--- config.mk ---
export PLATFORM = sky130hd
export DESIGN_NAME = latin_to_cyrillic_transliterator_flat
export DESIGN_NICKNAME = d
export VERILOG_FILES = /design/src/hdl/ltc_pkg.sv /design/src/hdl/ltc_in_if.sv /design/src/hdl/ltc_out_if.sv /design/src/hdl/ltc_step.sv /design/src/hdl/ltc_resbuf.sv /design/src/hdl/latin_to_cyrillic_transliterator.sv /design/src/flat_wrapper.sv
export SDC_FILE = /design/constraint.sdc
export NUM_CORES = 1
export LEC_CHECK = 0
export BUFFER_PORTS_ARGS = -buffer_cell sky130_fd_sc_hd__buf_2
export CELL_PAD_IN_SITES_DETAIL_PLACEMENT = 1
export CELL_PAD_IN_SITES_GLOBAL_PLACEMENT = 2
export CORE_MARGIN = 5
export CORE_UTILIZATION = 24
export CTS_CLUSTER_DIAMETER = 150
export DETAILED_ROUTE_END_ITERATION = 7
export PLACE_DENSITY_LB_ADDON = 0.3
export SYNTH_ARGS = -nofsm -noshare
export SYNTH_HDL_FRONTEND = slang
export SYNTH_SLANG_ARGS = --single-unit
--- constraint.sdc ---
create_clock -name clk -period 7.8 [get_ports clk]
set_input_delay 0.39 -clock clk [delete_from_list [all_inputs] [get_ports clk]]
set_output_delay 0.39 -clock clk [all_outputs]
set_load 0.02 [all_outputs]
--- src/hdl/ltc_pkg.sv ---
// Package for the Latin to Cyrillic transliterator.
// It holds the state codes, the result kinds, the letter tables and the step types.
// It has no dependencies. All modules use it; the interfaces do not.
`timescale 1ns / 1ps

package ltc_pkg;

    localparam logic [3:0] ST_IDLE = 4'd0;
    localparam logic [3:0] ST_Y    = 4'd1;
    localparam logic [3:0] ST_Z    = 4'd2;
    localparam logic [3:0] ST_S    = 4'd3;
    localparam logic [3:0] ST_K    = 4'd4;
    localparam logic [3:0] ST_C    = 4'd5;
    localparam logic [3:0] ST_T    = 4'd6;
    localparam logic [3:0] ST_SH   = 4'd7;
    localparam logic [3:0] ST_SHC  = 4'd8;
    localparam logic [3:0] ST_ERR  = 4'd9;

    localparam logic [1:0] KIND_CHAR = 2'd0;
    localparam logic [1:0] KIND_ERR  = 2'd1;
    localparam logic [1:0] KIND_EOL  = 2'd2;

    localparam logic [6:0] CH_SPACE = 7'h20;
    localparam logic [6:0] CH_DQUOTE = 7'h22;
    localparam logic [6:0] CH_APOS  = 7'h27;
    localparam logic [6:0] CH_AT    = 7'h40;
    localparam logic [6:0] CH_A     = 7'h61;
    localparam logic [6:0] CH_C     = 7'h63;
    localparam logic [6:0] CH_E     = 7'h65;
    localparam logic [6:0] CH_H     = 7'h68;
    localparam logic [6:0] CH_K     = 7'h6B;
    localparam logic [6:0] CH_O     = 7'h6F;
    localparam logic [6:0] CH_S     = 7'h73;
    localparam logic [6:0] CH_T     = 7'h74;
    localparam logic [6:0] CH_U     = 7'h75;
    localparam logic [6:0] CH_Y     = 7'h79;
    localparam logic [6:0] CH_Z     = 7'h7A;

    localparam logic [10:0] CP_SPACE = 11'h020;
    localparam logic [10:0] CP_HARD  = 11'h44A;
    localparam logic [10:0] CP_SOFT  = 11'h44C;
    localparam logic [10:0] CP_CHE   = 11'h447;
    localparam logic [10:0] CP_SHA   = 11'h448;
    localparam logic [10:0] CP_SHCHA = 11'h449;
    localparam logic [10:0] CP_YA    = 11'h44F;
    localparam logic [10:0] CP_YE    = 11'h435;
    localparam logic [10:0] CP_YO    = 11'h451;
    localparam logic [10:0] CP_YU    = 11'h44E;
    localparam logic [10:0] CP_ZHE   = 11'h436;
    localparam logic [10:0] CP_KHA   = 11'h445;
    localparam logic [10:0] CP_TSE   = 11'h446;

    typedef struct packed {
        logic [1:0]  kind;
        logic [10:0] cp;
    } res_t;

    typedef struct packed {
        res_t [2:0]  res;
        logic [1:0]  cnt;
        logic [3:0]  next_state;
    } step_t;

    typedef struct packed {
        logic        emit;
        logic [10:0] cp;
        logic [3:0]  next_state;
    } plain_t;

    // single letters a..v; zero where the letter is not a plain table entry
    function automatic logic [10:0] letter_cp(input logic [6:0] c);
        logic [10:0] cp;
        case (c)
            7'h61:   cp = 11'h430;
            7'h62:   cp = 11'h431;
            7'h64:   cp = 11'h434;
            7'h65:   cp = 11'h44D;
            7'h66:   cp = 11'h444;
            7'h67:   cp = 11'h433;
            7'h69:   cp = 11'h438;
            7'h6A:   cp = 11'h439;
            7'h6C:   cp = 11'h43B;
            7'h6D:   cp = 11'h43C;
            7'h6E:   cp = 11'h43D;
            7'h6F:   cp = 11'h43E;
            7'h70:   cp = 11'h43F;
            7'h72:   cp = 11'h440;
            7'h75:   cp = 11'h443;
            7'h76:   cp = 11'h432;
            default: cp = 11'h000;
        endcase
        return cp;
    endfunction

    // letter held back in each prefix state
    function automatic logic [10:0] pending_cp(input logic [3:0] st);
        logic [10:0] cp;
        case (st)
            ST_Y:    cp = 11'h44B;
            ST_Z:    cp = 11'h437;
            ST_S:    cp = 11'h441;
            ST_K:    cp = 11'h43A;
            ST_T:    cp = 11'h442;
            ST_SH:   cp = 11'h448;
            default: cp = 11'h000;
        endcase
        return cp;
    endfunction

    // character with nothing pending
    function automatic plain_t plain(input logic [6:0] c);
        plain_t p;
        p.emit       = 1'b0;
        p.cp         = 11'h000;
        p.next_state = ST_IDLE;
        case (c)
            CH_C:      p.next_state = ST_C;
            CH_K:      p.next_state = ST_K;
            CH_S:      p.next_state = ST_S;
            CH_T:      p.next_state = ST_T;
            CH_Y:      p.next_state = ST_Y;
            CH_Z:      p.next_state = ST_Z;
            CH_SPACE:  begin p.emit = 1'b1; p.cp = CP_SPACE; end
            CH_DQUOTE: begin p.emit = 1'b1; p.cp = CP_HARD; end
            CH_APOS:   begin p.emit = 1'b1; p.cp = CP_SOFT; end
            CH_AT:     p.next_state = ST_IDLE;
            default:
            begin
                if (letter_cp(c) != 11'h000)
                begin
                    p.emit = 1'b1;
                    p.cp   = letter_cp(c);
                end
                else
                begin
                    p.next_state = ST_ERR;
                end
            end
        endcase
        return p;
    endfunction

endpackage

--- src/hdl/ltc_in_if.sv ---
// Input channel: one ASCII character per item with valid/ready handshake.
// Depends on nothing.
`timescale 1ns / 1ps

interface ltc_in_if;
    logic       valid;
    logic       ready;
    logic [6:0] char_code;
    logic       last_char;

    modport source (output valid, output char_code, output last_char, input ready);
    modport sink   (input valid, input char_code, input last_char, output ready);
endinterface

--- src/hdl/ltc_out_if.sv ---
// Output channel: one Cyrillic code point or marker per item, valid/ready handshake.
// Depends on nothing.
`timescale 1ns / 1ps

interface ltc_out_if;
    logic        valid;
    logic        ready;
    logic [1:0]  kind;
    logic [10:0] code_point;
    logic        run_end;

    modport source (output valid, output kind, output code_point, output run_end,
                    input ready);
    modport sink   (input valid, input kind, input code_point, input run_end,
                    output ready);
endinterface

--- src/hdl/ltc_step.sv ---
// Next-state and result logic for one input character.
// Depends on ltc_pkg.
`timescale 1ns / 1ps

module ltc_step (
    input  logic [3:0]     state,
    input  logic [6:0]     char_code,
    input  logic           last_char,
    output ltc_pkg::step_t step
);

    always_comb
    begin
        logic [4:0]        cand_v;
        logic [4:0][1:0]   cand_k;
        logic [4:0][10:0]  cand_cp;
        logic [3:0]        s1;
        logic [2:0]        n;
        ltc_pkg::plain_t   p;

        cand_v  = '0;
        cand_k  = '0;
        cand_cp = '0;
        s1      = state;
        p       = ltc_pkg::plain(char_code);

        // character phase: slot 0 pending/digraph, slot 1 plain character
        if (state == ltc_pkg::ST_ERR)
        begin
            s1 = ltc_pkg::ST_ERR;
        end
        else if (state == ltc_pkg::ST_C)
        begin
            if (char_code == ltc_pkg::CH_H)
            begin
                cand_v[0]  = 1'b1;
                cand_cp[0] = ltc_pkg::CP_CHE;
                s1         = ltc_pkg::ST_IDLE;
            end
            else
            begin
                s1 = ltc_pkg::ST_ERR;
            end
        end
        else if (state == ltc_pkg::ST_SHC)
        begin
            cand_v[0] = 1'b1;
            if (char_code == ltc_pkg::CH_H)
            begin
                cand_cp[0] = ltc_pkg::CP_SHCHA;
                s1         = ltc_pkg::ST_IDLE;
            end
            else
            begin
                cand_cp[0] = ltc_pkg::CP_SHA;
                s1         = ltc_pkg::ST_ERR;
            end
        end
        else if (ltc_pkg::pending_cp(state) != 11'h000)
        begin
            s1        = ltc_pkg::ST_IDLE;
            cand_v[0] = 1'b1;
            if (state == ltc_pkg::ST_Y && char_code == ltc_pkg::CH_A)
                cand_cp[0] = ltc_pkg::CP_YA;
            else if (state == ltc_pkg::ST_Y && char_code == ltc_pkg::CH_E)
                cand_cp[0] = ltc_pkg::CP_YE;
            else if (state == ltc_pkg::ST_Y && char_code == ltc_pkg::CH_O)
                cand_cp[0] = ltc_pkg::CP_YO;
            else if (state == ltc_pkg::ST_Y && char_code == ltc_pkg::CH_U)
                cand_cp[0] = ltc_pkg::CP_YU;
            else if (state == ltc_pkg::ST_Z && char_code == ltc_pkg::CH_H)
                cand_cp[0] = ltc_pkg::CP_ZHE;
            else if (state == ltc_pkg::ST_S && char_code == ltc_pkg::CH_H)
            begin
                cand_v[0] = 1'b0;
                s1        = ltc_pkg::ST_SH;
            end
            else if (state == ltc_pkg::ST_K && char_code == ltc_pkg::CH_H)
                cand_cp[0] = ltc_pkg::CP_KHA;
            else if (state == ltc_pkg::ST_T && char_code == ltc_pkg::CH_S)
                cand_cp[0] = ltc_pkg::CP_TSE;
            else if (state == ltc_pkg::ST_SH && char_code == ltc_pkg::CH_C)
            begin
                cand_v[0] = 1'b0;
                s1        = ltc_pkg::ST_SHC;
            end
            else
            begin
                cand_cp[0] = ltc_pkg::pending_cp(state);
                cand_v[1]  = p.emit;
                cand_cp[1] = p.cp;
                s1         = p.next_state;
            end
        end
        else
        begin
            cand_v[1]  = p.emit;
            cand_cp[1] = p.cp;
            s1         = p.next_state;
        end

        // end of word
        if (last_char)
        begin
            if (s1 == ltc_pkg::ST_C || s1 == ltc_pkg::ST_SHC)
            begin
                s1 = ltc_pkg::ST_ERR;
            end
            else if (s1 != ltc_pkg::ST_ERR && ltc_pkg::pending_cp(s1) != 11'h000)
            begin
                cand_v[2]  = 1'b1;
                cand_cp[2] = ltc_pkg::pending_cp(s1);
            end
            cand_v[3] = (s1 == ltc_pkg::ST_ERR);
            cand_k[3] = ltc_pkg::KIND_ERR;
            cand_v[4] = 1'b1;
            cand_k[4] = ltc_pkg::KIND_EOL;
            s1        = ltc_pkg::ST_IDLE;
        end

        // pack the candidates in order
        step.res = '0;
        n        = 3'd0;
        for (int i = 0; i < 5; i++)
        begin
            if (cand_v[i] && n < 3'd3)
            begin
                step.res[n[1:0]].kind = cand_k[i];
                step.res[n[1:0]].cp   = cand_cp[i];
                n                     = n + 3'd1;
            end
        end
        step.cnt        = n[1:0];
        step.next_state = s1;
    end

endmodule

--- src/hdl/ltc_resbuf.sv ---
// Result buffer: holds the up to three results of one item and drains them in order.
// Depends on ltc_pkg and ltc_out_if.
`timescale 1ns / 1ps

module ltc_resbuf (
    input  logic              clk,
    input  logic              rst_n,
    input  logic              load,
    input  ltc_pkg::step_t    step,
    output logic              free,
    ltc_out_if.source         results
);

    ltc_pkg::res_t [2:0] ent_reg;
    logic [1:0]          cnt_reg;
    logic [1:0]          idx_reg;
    logic                last_out;

    assign last_out = (cnt_reg != 2'd0) && (idx_reg == cnt_reg - 2'd1);
    assign free     = (cnt_reg == 2'd0) || (results.ready && last_out);

    assign results.valid      = (cnt_reg != 2'd0);
    assign results.kind       = ent_reg[idx_reg].kind;
    assign results.code_point = ent_reg[idx_reg].cp;
    assign results.run_end    = last_out;

    always_ff @(posedge clk)
    begin
        if (load)
        begin
            ent_reg <= step.res;
        end
    end

    always_ff @(posedge clk or negedge rst_n)
    begin
        if (!rst_n)
        begin
            cnt_reg <= 2'd0;
            idx_reg <= 2'd0;
        end
        else if (load)
        begin
            cnt_reg <= step.cnt;
            idx_reg <= 2'd0;
        end
        else if (results.valid && results.ready)
        begin
            if (last_out)
            begin
                cnt_reg <= 2'd0;
                idx_reg <= 2'd0;
            end
            else
            begin
                idx_reg <= idx_reg + 2'd1;
            end
        end
    end

    a_load_when_free: assert property (@(posedge clk) disable iff (!rst_n)
        load |-> free)
        else $error("result buffer overwritten");

    a_idx_in_range: assert property (@(posedge clk) disable iff (!rst_n)
        results.valid |-> (idx_reg < cnt_reg))
        else $error("read index past fill count");

    a_eol_ends_run: assert property (@(posedge clk) disable iff (!rst_n)
        (results.valid && results.kind == ltc_pkg::KIND_EOL) |-> results.run_end)
        else $error("end of line not last result");

    a_load_shows: assert property (@(posedge clk) disable iff (!rst_n)
        (load && step.cnt != 2'd0) |=> results.valid)
        else $error("loaded results not presented");

endmodule

--- src/hdl/latin_to_cyrillic_transliterator.sv ---
// Latin to Cyrillic transliterator, top level: input register, digraph state, result buffer.
// Depends on ltc_pkg, ltc_in_if, ltc_out_if, ltc_step and ltc_resbuf.
//
// Usage:
//   chars   - one ASCII character per item (char_code), last_char marks the end of a word.
//   results - one item per emitted symbol: kind (character, error marker, end of line),
//             code_point (zero for markers) and run_end on the last result of an input item.
//   Each input item gives zero to three results. The end of a word always gives an
//   end-of-line result, preceded by an error marker when the word held an illegal sequence.
// Path: the item is registered in the input register, its results then in the result buffer.
// Throughput: one result per cycle while results.ready is high; an input item is taken every
//   cycle if each gives at most one result; else the next waits until the last result is taken.
//   The rate is set by the single read port of the three-entry result buffer.
// Reset: the digraph state returns to idle and both registers are emptied.
// Stall: while results.ready is low the current result holds; items that give no result
//   still pass, the first one with results waits in the input register and chars.ready drops.
`timescale 1ns / 1ps

module latin_to_cyrillic_transliterator (
    input  logic      clk,
    input  logic      rst_n,
    ltc_in_if.sink    chars,
    ltc_out_if.source results
);

    logic           in_valid_reg;
    logic [6:0]     char_reg;
    logic           last_reg;
    logic [3:0]     state_reg;
    logic           advance;
    logic           buf_free;
    ltc_pkg::step_t step;

    ltc_step u_step (
        .state     (state_reg),
        .char_code (char_reg),
        .last_char (last_reg),
        .step      (step)
    );

    ltc_resbuf u_resbuf (
        .clk     (clk),
        .rst_n   (rst_n),
        .load    (advance && (step.cnt != 2'd0)),
        .step    (step),
        .free    (buf_free),
        .results (results)
    );

    assign advance     = in_valid_reg && ((step.cnt == 2'd0) || buf_free);
    assign chars.ready = !in_valid_reg || advance;

    always_ff @(posedge clk)
    begin
        if (chars.valid && chars.ready)
        begin
            char_reg <= chars.char_code;
            last_reg <= chars.last_char;
        end
    end

    always_ff @(posedge clk or negedge rst_n)
    begin
        if (!rst_n)
        begin
            in_valid_reg <= 1'b0;
            state_reg    <= ltc_pkg::ST_IDLE;
        end
        else
        begin
            if (chars.ready)
            begin
                in_valid_reg <= chars.valid;
            end
            if (advance)
            begin
                state_reg <= step.next_state;
            end
        end
    end

endmodule
--- src/flat_wrapper.sv ---
// flat-port wrapper written by rule: the top's interface ports become plain ports
module latin_to_cyrillic_transliterator_flat 
  (clk, rst_n, chars_valid, chars_char_code, chars_last_char, chars_ready, results_valid, results_kind, results_code_point, results_run_end, results_ready);
  ltc_in_if chars_i ();
  ltc_out_if results_i ();
  input  logic clk;
  input  logic rst_n;
  input wire logic [$bits(chars_i.valid)-1:0] chars_valid;
  input wire logic [$bits(chars_i.char_code)-1:0] chars_char_code;
  input wire logic [$bits(chars_i.last_char)-1:0] chars_last_char;
  output wire logic [$bits(chars_i.ready)-1:0] chars_ready;
  output wire logic [$bits(results_i.valid)-1:0] results_valid;
  output wire logic [$bits(results_i.kind)-1:0] results_kind;
  output wire logic [$bits(results_i.code_point)-1:0] results_code_point;
  output wire logic [$bits(results_i.run_end)-1:0] results_run_end;
  input wire logic [$bits(results_i.ready)-1:0] results_ready;
  assign chars_i.valid = chars_valid;
  assign chars_i.char_code = chars_char_code;
  assign chars_i.last_char = chars_last_char;
  assign chars_ready = chars_i.ready;
  assign results_valid = results_i.valid;
  assign results_kind = results_i.kind;
  assign results_code_point = results_i.code_point;
  assign results_run_end = results_i.run_end;
  assign results_i.ready = results_ready;
  latin_to_cyrillic_transliterator u_core (.clk(clk), .rst_n(rst_n), .chars(chars_i), .results(results_i));
endmodule
# == After elaboration in Yosys (flattened, before gate mapping) ==
# Index checks and enable logic that the tools add are counted.
# totals
register_bits,56
in_bits,12
# classes
n_reduce_logical,42
add_sub_neg,6
n_lt_le_gt_ge,13
n_mux,123
n_eq_ne,47
# op_table
cell,n
2-to-1 mux 11 bit,35
bitwise mux 39 bit,8
demux 13 bit (select 2 bit),8
case mux 11 bit (16 select lines),1
"equality test 7 bit, second input constant",24
2-to-1 mux 39 bit,4
case mux 11 bit (6 select lines),2
2-to-1 mux 4 bit,19
2-to-1 mux 22 bit,3
2-to-1 mux 13 bit,5
case mux 12 bit (4 select lines),1
nonzero test 11 bit,3
"equality test 4 x 3 -> 1 bit, second input constant",8
2-to-1 mux 2 bit,15
case mux 4 bit (7 select lines),1
binary-select mux 13 bit (select 2 bit),1
logical AND 1 bit,24
"equality test 7 x 6 -> 1 bit, second input constant",3
"equality test 4 x 2 -> 1 bit, second input constant",4
"equality test 4 bit, second input constant",4
"< comparator 2 x 3 -> 1 bit, second input constant",5
2-to-1 mux 1 bit,15
"< comparator 3 x 2 -> 1 bit, second input constant",4
2-to-1 mux 12 bit,1
other kinds (16),33

# == Depth between registers and ports, before layout ==
# Gate-level depths: netlist of run 1.
# depth
depth_word,42
mapped_depth,25
mapped_depth_nobuf,21

# == Hierarchy ==
# From an unflattened synthesis of run 1, not the netlist that was laid out.
# unflattened
cells_unflattened,512
hier_area_um2,4626.9
# modules_own_cells
module,cells_each,seq_area_each_um2,area_each_um2,n_inst
ltc_step,380,0.0,2423.6,1
ltc_resbuf,108,1271.2,1711.6,1
latin_to_cyrillic_transliterator,24,365.4,491.7,1

# == Worst setup path after synthesis of run 1 ==
# Ideal clock, no wire load.
# synth_timing
kind,reg-to-reg
start,register u_core.char_reg[1]
end,register u_core.char_reg[0] (enable)
t_required_ps,7415
stages_incl_launch_ff,23
arrival_ps,5414
slack_ps,2001
n_path_buf,2
cell_sequence,edfxtp_1 > buf_6 > or4b_4 > or3_1 > a21oi_2 > o211ai_2 > o211ai_2 > nand4_4 > inv_1 > fa_1 > clkbuf_1 > inv_1 > a2111oi_0 > a22oi_1 > a21boi_0 > ha_1 > nand2b_1 > nor2_1 > nand3_1 > o22a_1 > a31o_2 > a21o_1 > a21boi_0
# synth_via
elab_chain_cells,41
word_cells_on_any_way,121
# synth_lines
item,line,source
"start, declared",latin_to_cyrillic_transliterator.sv:27,logic [6:0] char_reg;
"start signal, assigned",latin_to_cyrillic_transliterator.sv:57,char_reg <= chars.char_code;
equality test 7 bit (on tied branches),n/a,
case mux 11 bit (16 select lines),ltc_pkg.sv:73,case (c)
2-to-1 mux 11 bit,ltc_pkg.sv:116,case (c)
nonzero test 11 bit,ltc_pkg.sv:129,if (letter_cp(c) != 11'h000)
2-to-1 mux 4 bit,ltc_pkg.sv:129,
case mux 4 bit (7 select lines),ltc_pkg.sv:116,
2-to-1 mux 4 bit,ltc_step.sv:82,else if (state == ltc_pkg::ST_SH && char_code == ltc_pkg::CH_C)
2-to-1 mux 4 bit,ltc_step.sv:80,else if (state == ltc_pkg::ST_T && char_code == ltc_pkg::CH_S)
[25 not listed],n/a,
< comparator 3 x 2 -> 1 bit,ltc_step.sv:126,if (cand_v[i] && n < 3'd3)
logical AND 1 bit,ltc_step.sv:126,
2-to-1 mux 2 bit (*),ltc_step.sv:126,
zero test 2 bit (*),latin_to_cyrillic_transliterator.sv:50,assign advance = in_valid_reg && ((step.cnt == 2'd0) || buf_free);
logical OR 1 bit (*),latin_to_cyrillic_transliterator.sv:50,
logical AND 1 bit (*),latin_to_cyrillic_transliterator.sv:50,
logical OR 1 bit (*),latin_to_cyrillic_transliterator.sv:51,assign chars.ready = !in_valid_reg || advance;
logical AND 1 bit (*),latin_to_cyrillic_transliterator.sv:55,if (chars.valid && chars.ready)
# Every way passes the cells marked *; elsewhere a longest branch is shown, timed or not. The select of a mux whose other input is x is not followed.
# A chain may end at the register's enable or synchronous reset.

# == Final worst setup path of run 1 ==
# layout_timing
start,register u_core.char_reg[0]
end,output port chars_ready
# layout_via
elab_chain_cells,40
word_cells_on_any_way,120
# layout_lines
item,line,source
equality test 7 bit (on tied branches),n/a,
case mux 11 bit (16 select lines),ltc_pkg.sv:73,
2-to-1 mux 11 bit,ltc_pkg.sv:116,
nonzero test 11 bit,ltc_pkg.sv:129,
2-to-1 mux 4 bit,ltc_pkg.sv:129,
case mux 4 bit (7 select lines),ltc_pkg.sv:116,
2-to-1 mux 4 bit,ltc_step.sv:82,
2-to-1 mux 4 bit,ltc_step.sv:80,
[24 not listed],n/a,
2-to-1 mux 3 bit (*),ltc_step.sv:126,
< comparator 3 x 2 -> 1 bit,ltc_step.sv:126,
logical AND 1 bit,ltc_step.sv:126,
2-to-1 mux 2 bit (*),ltc_step.sv:126,
zero test 2 bit (*),latin_to_cyrillic_transliterator.sv:50,
logical OR 1 bit (*),latin_to_cyrillic_transliterator.sv:50,
logical AND 1 bit (*),latin_to_cyrillic_transliterator.sv:50,
logical OR 1 bit (*),latin_to_cyrillic_transliterator.sv:51,
"end, declared",flat_wrapper.sv:11,output wire logic [$bits(chars_i.ready)-1:0] chars_ready;
# Marked as above.

==> results.py, run 1 <==
metrics = {
    "global_routing": {
        "grt-ovfl-total": 0,
        "grt_antenna_before_repair": 0,
        "grt_use_total_pct": 13.3,
        "via_count_of_the_first_global_routing_pass": 3886,
        "grt_first_pass_wirelength_um": 21500,
        "grt_max_degree": 31,
    },
    "floorplanning": {
        "boundaryPins": 28,
        "row_count": 48,
        "die_y_um": 142,
        "design.core.area_sq_um": 17100,
        "start_util_pct": 24.3,
        "fp.dieW_um": 142,
        "die_area_sq_um": 20000,
    },
    "synth": {
        "post_synth_top_area_share_pct": 26.8,
        "synth_top_cell_by_area": "sky130_fd_sc_hd__edfxtp_1",
        "synth.yosys.seq_area_share_pct": 32.2,
        "synth.lib_cells_used.distinct": 85,
        "ys_async_sr_fraction_pct": 19.6,
        "number_of_synthesized_register_bits": 46,
        "synth-edff-count": 37,
        "synthesis.area_per_instance_sq_um": 8.29,
        "synth_top_family_by_area": "simple AND/OR/NAND/NOR gates",
        "postSynth.topFlopCell": "sky130_fd_sc_hd__edfxtp_1",
        "synth_top_cells_by_area": "sky130_fd_sc_hd__edfxtp_1 27%, sky130_fd_sc_hd__dfrtp_1 5.4%, sky130_fd_sc_hd__nor2_1 5.1%, sky130_fd_sc_hd__nand2_1 4.7%, sky130_fd_sc_hd__o21ai_0 3.6%",
        "post_synthesis_instance_area_sq_um": 4150,
        "synthSimpleGateAreaFrac_pct": 28.8,
        "muxShareOfSynthArea_pct": 3.65,
        "postSynthCellCount": 501,
        "synth-adder-area-share_pct": 3.50,
        "synth_compound_gate_area_share_pct": 25.0,
        "yosys_warnings": 0,
        "synth_xor_xnor_area_share_pct": 1.05,
    },
    "critical_path": {
        "worst_ep_required_time_ns": 7.41,
        "r2r-end": "u_core.u_resbuf.ent_reg[31]",
        "slowest_delay_ns": 0.96,
        "worstPathArrival_ns": 6.62,
        "timing.setup.critical_path_class": "reg -> out",
        "worst-path-stages": 21,
        "timing.reg2reg.worst_path_depth": 20,
        "cp_cell_sequence": "nor2b_1, nand3_1, a41oi_2, o21ai_2, a211oi_4, nand4_4, inv_1, fa_1, inv_1, a2111oi_0, a22oi_1, a21boi_0, ha_1, nand2b_1, nor2_1, nand3_1, o22a_1, a31o_2, a21o_1, nand2_1, buf_2",
        "path_delay_family": "compound AO/OA/AOI/OAI gates",
        "setup.worst_path.end_class": "output pin",
        "setup.worst_path.end": "chars_ready",
        "r2r-start": "u_core.char_reg[0]",
        "crit_slowest_cell": "sky130_fd_sc_hd__edfxtp_1",
        "timing.critical_path.fanout_max": 29,
        "kind_of_launch_point_of_the_worst_setup_path": "flop",
        "reg2reg_setup_slack_ns": 1.00,
        "timing.critical_path.buf_inv": 3,
        "critical_path.startpoint": "u_core.char_reg[0]",
    },
    "cts": {
        "htree_num_levels": 2,
        "clk_path_buf_depth": 2,
        "numClockSinks": 46,
        "clock_slew_at_reported_path_ffs_ns": 0.07,
        "post-cts-setup-buffer-count": 0,
        "clockRootBuffer": "sky130_fd_sc_hd__clkbuf_16",
        "clock_buffer_count_from_cts": 5,
        "insertion_delay_to_the_later_sink_of_the_worst_skew_pair_ns": 0.30,
        "cts_tree": "done",
    },
    "route": {
        "vias_per_cell": 5.18,
        "detail_route.iter0.violations": 220,
        "routedWlPerCell_um": 17.9,
        "antenna_violating_nets_post_route": 0,
        "drt_drc": 0,
        "detail_route.wirelength_um": 13100,
        "detail_route.first_pass.iterations": 4,
        "dr_total_vias": 3799,
    },
    "place": {
        "place.detailed.hpwl_um": 10300,
        "place.gp.congestion": 0.821,
        "port-buffer-count": 24,
    },
    "finish": {
        "finish.net_count": 530,
        "final_layout_size_suffix_gt1_share_pct": 11.4,
        "synthToLayoutAreaGrowth_pct": 10.7,
        "final_util_pct": 26.9,
        "flip_flop_count_of_the_largest_register_all_copies_and_words_added": 29,
        "num_antenna_cells": 0,
        "fill_cells": 2058,
    },
    "sta": {
        "min_period_over_period_pct": 89.8,
        "finalSetupViolations": 0,
        "timing.max_slew.rel_slack_pct": 38.5,
        "finalMaxSlewViolations": 0,
        "finClkSkew_ns": 0.0113,
        "final_critical_path_required_period_ns": 7.01,
        "tightestPinTransition_ns": 0.923,
        "final-hold-violation-count": 0,
        "maximum_operating_frequency_mhz": 143,
        "grt_setup_unrepaired": "false",
        "final_worst_hold_slack_ns": 0.260,
        "fin_tns_setup_ns": 0,
    },
    "flow_run": {
        "max_cap_viol_count": 0,
    },
    "run_status": {
        "outcome": "complete, no violations",
    },
    "min_path": {
        "worst_hold_path_type": "in -> reg",
        "hold_start": "chars_last_char",
    },
}
-- metal layers --
| metal | up-vias | part of all wire (%) | global-route usage [%] |
|---|---|---|---|
| met1 | 1855 | 50 | 18.6 |
| met3 | 11 | 3.1 | 2.22 |
| met2 | 54 | 46 | 21.4 |
| li1 | 1879 | - | - |
| met4 | 0 | 1.4 | 3.38 |
| met5 | - | 0 | 0 |
-- how the worst min path moves through the flow --
stage,end,cells past startpoint
6_report,u_core.last_reg,1
5_1_grt,u_core.last_reg,1
4_1_cts,u_core.last_reg,1
3_5_place_dp,u_core.u_resbuf.idx_reg[0],1
3_3_place_gp,u_core.u_resbuf.idx_reg[1],1
2_1_floorplan,u_core.in_valid_reg,0
-- synthesized netlist by cell type (3+ instances only) --
library cell and number:
sky130_fd_sc_hd__a21o_1 3, sky130_fd_sc_hd__o211ai_1 6, sky130_fd_sc_hd__inv_1 21, sky130_fd_sc_hd__o31ai_1 3, sky130_fd_sc_hd__buf_1 4, sky130_fd_sc_hd__nor3_1 10
sky130_fd_sc_hd__and2_1 6, sky130_fd_sc_hd__mux2i_1 14, sky130_fd_sc_hd__nor4b_1 3, sky130_fd_sc_hd__and3_1 6, sky130_fd_sc_hd__nand3_1 18, sky130_fd_sc_hd__or4_1 3
sky130_fd_sc_hd__clkbuf_1 16, sky130_fd_sc_hd__nand2b_1 15, sky130_fd_sc_hd__a21oi_1 28, sky130_fd_sc_hd__buf_2 8, sky130_fd_sc_hd__nand4_1 5, sky130_fd_sc_hd__a211oi_1 4
sky130_fd_sc_hd__nor2b_1 12, sky130_fd_sc_hd__o21ai_1 5, sky130_fd_sc_hd__o22ai_1 3, sky130_fd_sc_hd__o32a_1 3, sky130_fd_sc_hd__a2bb2oi_1 5, sky130_fd_sc_hd__edfxtp_1 37
sky130_fd_sc_hd__buf_4 3, sky130_fd_sc_hd__nor2_1 56, sky130_fd_sc_hd__a22o_1 3, sky130_fd_sc_hd__a32o_1 3, sky130_fd_sc_hd__and3b_1 3, sky130_fd_sc_hd__or3_1 3
sky130_fd_sc_hd__o21ai_0 30, sky130_fd_sc_hd__dfrtp_1 9, sky130_fd_sc_hd__xnor2_1 4, sky130_fd_sc_hd__nand2_1 52, sky130_fd_sc_hd__a31oi_1 12, sky130_fd_sc_hd__nor3b_1 4
sky130_fd_sc_hd__a22oi_1 4, sky130_fd_sc_hd__nor4_1 5, sky130_fd_sc_hd__ha_1 10
-- through the flow --
step                area (sq um)  setup slack (ns)  cells
floorplan                   4160              2.00    503
finish                      4600             0.793    733
global route                4600             0.218    733
detailed placement          4440             0.654    724
global placement            4440             0.892    724
CTS                         4600             0.616    733
-- layout make-up --
cell class | instances | area (sq um) | area share, %
Timing Repair Buffer | 30 | 168 | 3.65
Tap cell | 225 | 282 | 6.12
Clock inverter | 3 | 21.3 | 0.463
Multi-Input combinational cell | 403 | 2590 | 56.3
Inverter | 21 | 78.8 | 1.71
Clock buffer | 5 | 125 | 2.72
Sequential cell | 46 | 1340 | 29.1
-- logic make-up after synthesis --
group,after synthesis
AO/OA/AOI/OAI,147
XOR/XNOR,5
adder cells (fa/ha/maj),11
buffers and inverters,54
flip-flops,46
multiplexers,15
other,1
AND/OR/NAND/NOR,222
-- placed cells by master, fill, tap and decap left out, drive strengths merged, types with 5 or more instances in the layout --
cell type / count
o21ai: 37
a211oi: 5
nor2: 57
a2bb2oi: 5
inv: 21
nand2: 52
nand4: 6
a21oi: 29
and2: 6
a31oi: 12
nor3: 10
nand2b: 15
ha: 10
edfxtp: 37
nor2b: 12
and3: 6
o211ai: 8
nor4: 5
clkbuf: 5
nand3: 18
buf: 29
dfrtp: 9
mux2i: 14
-- worst register-to-register path, stage by stage, from the launching register on --
cell                        delay, ns
sky130_fd_sc_hd__edfxtp_1        0.96
sky130_fd_sc_hd__nor2b_1         0.40
sky130_fd_sc_hd__nand3_1         0.23
sky130_fd_sc_hd__a41oi_2         0.39
sky130_fd_sc_hd__o21ai_2         0.17
sky130_fd_sc_hd__a211oi_4        0.55
sky130_fd_sc_hd__nand4_4         0.21
sky130_fd_sc_hd__inv_1           0.11
sky130_fd_sc_hd__fa_1            0.54
sky130_fd_sc_hd__inv_1           0.22
sky130_fd_sc_hd__a2111oi_0       0.09
sky130_fd_sc_hd__a22oi_1         0.39
sky130_fd_sc_hd__a21boi_0        0.43
sky130_fd_sc_hd__ha_1            0.33
sky130_fd_sc_hd__nand2b_1        0.17
sky130_fd_sc_hd__nor2_1          0.09
sky130_fd_sc_hd__nand3_1         0.08
sky130_fd_sc_hd__o22a_1          0.20
sky130_fd_sc_hd__a31o_2          0.26
sky130_fd_sc_hd__a21o_1          0.24
sky130_fd_sc_hd__and2_2          0.41
-- what timing repair did --
action	CTS	global route
resized for setup	0	1
endpoints found under the hold margin	9	0
hold buffers	1	0
setup endpoints to repair	0	29
Power of run 1 is not shown: default switching activity piles up to over one toggle a cycle in this logic, so the estimate is an artifact.
==> inputs of run 2 (changes only) <==
Settings changed: GPL_TIMING_DRIVEN set to 0.
Clock period 7.8 ns to 7.49 ns, I/O delays scaled along.
==> results.py, run 2 (synthesis gave the netlist of run 1 again) <==
metrics = {
    "run_status": {
        "outcome": "complete, no violations",
    },
    "finish": {
        "num_antenna_cells": 0,
        "fill_cells": 2068,
        "flip_flop_count_of_the_largest_register_all_copies_and_words_added": 29,
        "finish.net_count": 559,
        "synthToLayoutAreaGrowth_pct": 13.9,
        "final_layout_size_suffix_gt1_share_pct": 12.5,
        "final_cell_count_no_fill": 762,
        "layout.cell_area.non_filler_sq_um": 4730,
        "final_common_cell": "sky130_fd_sc_hd__nor2_1",
        "final_cell_mix": "56 x sky130_fd_sc_hd__nor2_1, 52 x sky130_fd_sc_hd__nand2_1, 37 x sky130_fd_sc_hd__edfxtp_1",
    },
    "cts": {
        "numClockSinks": 46,
        "clock_slew_at_reported_path_ffs_ns": 0.07,
        "htree_num_levels": 2,
        "cts_tree": "done",
        "clockRootBuffer": "sky130_fd_sc_hd__clkbuf_16",
        "insertion_delay_to_the_later_sink_of_the_worst_skew_pair_ns": 0.31,
        "clk_path_buf_depth": 2,
        "post-cts-setup-buffer-count": 0,
        "clock_buffer_count_from_cts": 5,
    },
    "critical_path": {
        "worstPathArrival_ns": 6.54,
        "kind_of_launch_point_of_the_worst_setup_path": "flop",
        "worst_ep_required_time_ns": 7.12,
        "timing.setup.critical_path_class": "reg -> out",
        "setup.worst_path.end_class": "output pin",
        "timing.critical_path.fanout_max": 10,
        "reg2reg_setup_slack_ns": 0.74,
    },
    "route": {
        "dr_total_vias": 3941,
        "vias_per_cell": 5.17,
        "antenna_violating_nets_post_route": 0,
        "routedWlPerCell_um": 18.2,
        "drt_drc": 0,
        "detail_route.first_pass.iterations": 5,
        "detail_route.iter0.violations": 199,
        "detail_route.wirelength_um": 13900,
    },
    "sta": {
        "final_worst_hold_slack_ns": 0.239,
        "tightestPinTransition_ns": 0.991,
        "finalSetupViolations": 0,
        "final_critical_path_required_period_ns": 6.91,
        "grt_setup_unrepaired": "false",
        "timing.max_slew.rel_slack_pct": 33.8,
        "maximum_operating_frequency_mhz": 145,
        "finClkSkew_ns": 0.0117,
        "postLayoutSetupSlackWorst_ns": 0.577,
        "min_period_over_period_pct": 92.3,
        "finalMaxSlewViolations": 0,
        "final-hold-violation-count": 0,
    },
    "floorplanning": {
        "boundaryPins": 28,
        "fp.dieW_um": 142,
        "row_count": 48,
        "die_area_sq_um": 20000,
        "die_y_um": 142,
        "design.core.area_sq_um": 17100,
        "start_util_pct": 24.3,
    },
    "place": {
        "dp_cells": 753,
        "preCtsSetupSlack_ns": 0.375,
        "place.gp.congestion": 0.828,
        "place.detailed.hpwl_um": 11000,
        "port-buffer-count": 24,
        "placed_area_sq_um": 4570,
    },
    "global_routing": {
        "grt-ovfl-total": 0,
        "via_count_of_the_first_global_routing_pass": 3944,
        "grt_antenna_before_repair": 0,
        "grt_max_degree": 30,
        "grt_use_total_pct": 14.0,
        "grt_first_pass_wirelength_um": 22500,
    },
    "min_path": {
        "worst_hold_path_type": "in -> reg",
    },
    "flow_run": {
        "max_cap_viol_count": 0,
    },
}
[run 2: cell types whose count changed in the layout (fill, tap and decap cells not counted), moves of 2 or more]
cell                       delta
sky130_fd_sc_hd__clkbuf_1    +16
sky130_fd_sc_hd__buf_2        +8
sky130_fd_sc_hd__buf_1        +4
sky130_fd_sc_hd__buf_6        +2
[run 2: layout make-up]
cell class                      instances  area, sq um  area share (%)
Inverter                               21         78.8            1.67
Multi-Input combinational cell        403         2590            54.7
Sequential cell                        46         1340            28.3
Clock inverter                          3         23.8           0.503
Clock buffer                            5          125            2.65
Buffer                                 33          160            3.39
Tap cell                              225          282            5.95
Timing Repair Buffer                   26          138            2.91
[run 2: metal layers]
layer  vias to the layer above  wire, um  track usage (%)
met2                        60      6470             22.7
met4                         0       145             2.83
met5                         -         0                0
met1                      1934      6880             19.9
li1                       1936         -                -
met3                        11       390             2.19
[run 2: metrics by stage]
| step | util (%) | TNS, ns |
|---|---|---|
| CTS | 27.6 | 0 |
| finish | 27.6 | 0 |
| detailed placement | 26.7 | 0 |
| floorplan | - | 0 |
| global placement | 26.7 | -0.263 |
| global route | 27.6 | 0 |
[run 2: worst max-delay path, stage by stage, from the launching register on]
cell,delay (ns)
sky130_fd_sc_hd__dfrtp_1,0.33
sky130_fd_sc_hd__clkbuf_1,0.33
sky130_fd_sc_hd__clkbuf_1,0.43
sky130_fd_sc_hd__nand2b_1,0.23
sky130_fd_sc_hd__o21ai_0,0.11
sky130_fd_sc_hd__a211oi_1,0.65
sky130_fd_sc_hd__a211oi_4,0.25
sky130_fd_sc_hd__nand4_4,0.19
sky130_fd_sc_hd__inv_1,0.06
sky130_fd_sc_hd__fa_1,0.51
sky130_fd_sc_hd__clkbuf_1,0.30
sky130_fd_sc_hd__inv_1,0.21
sky130_fd_sc_hd__a2111oi_0,0.45
sky130_fd_sc_hd__a22oi_1,0.27
sky130_fd_sc_hd__a21boi_0,0.22
sky130_fd_sc_hd__ha_1,0.38
sky130_fd_sc_hd__nand2b_1,0.17
sky130_fd_sc_hd__nor2_1,0.10
sky130_fd_sc_hd__nand3_1,0.09
sky130_fd_sc_hd__o22a_1,0.20
sky130_fd_sc_hd__a31o_2,0.26
sky130_fd_sc_hd__a21o_1,0.23
sky130_fd_sc_hd__nand2_1,0.08
sky130_fd_sc_hd__buf_2,0.16
[run 2: final timing paths]
check / from / to / depth (start not counted)
worst max register to register: u_core.state_reg[2] / u_core.u_resbuf.ent_reg[13] / 22
worst max-delay path: u_core.state_reg[2] / chars_ready / 23
max in group asynchronous: rst_n / u_core.u_resbuf.idx_reg[1] / 2
worst min register to register: u_core.u_resbuf.cnt_reg[0] / u_core.u_resbuf.cnt_reg[0] / 1
worst min-delay path: chars_char_code[6] / u_core.char_reg[6] / 1
min in group asynchronous: rst_n / u_core.u_resbuf.idx_reg[0] / 2
[run 2: timing repair]
item | 4_1_cts | 5_1_grt
gates resized for setup | 0 | 1
endpoints found under the hold margin | 9 | 0
endpoints found under the setup margin | 0 | 29
hold buffers | 1 | 0
Power of run 2 is left out for the same reason.
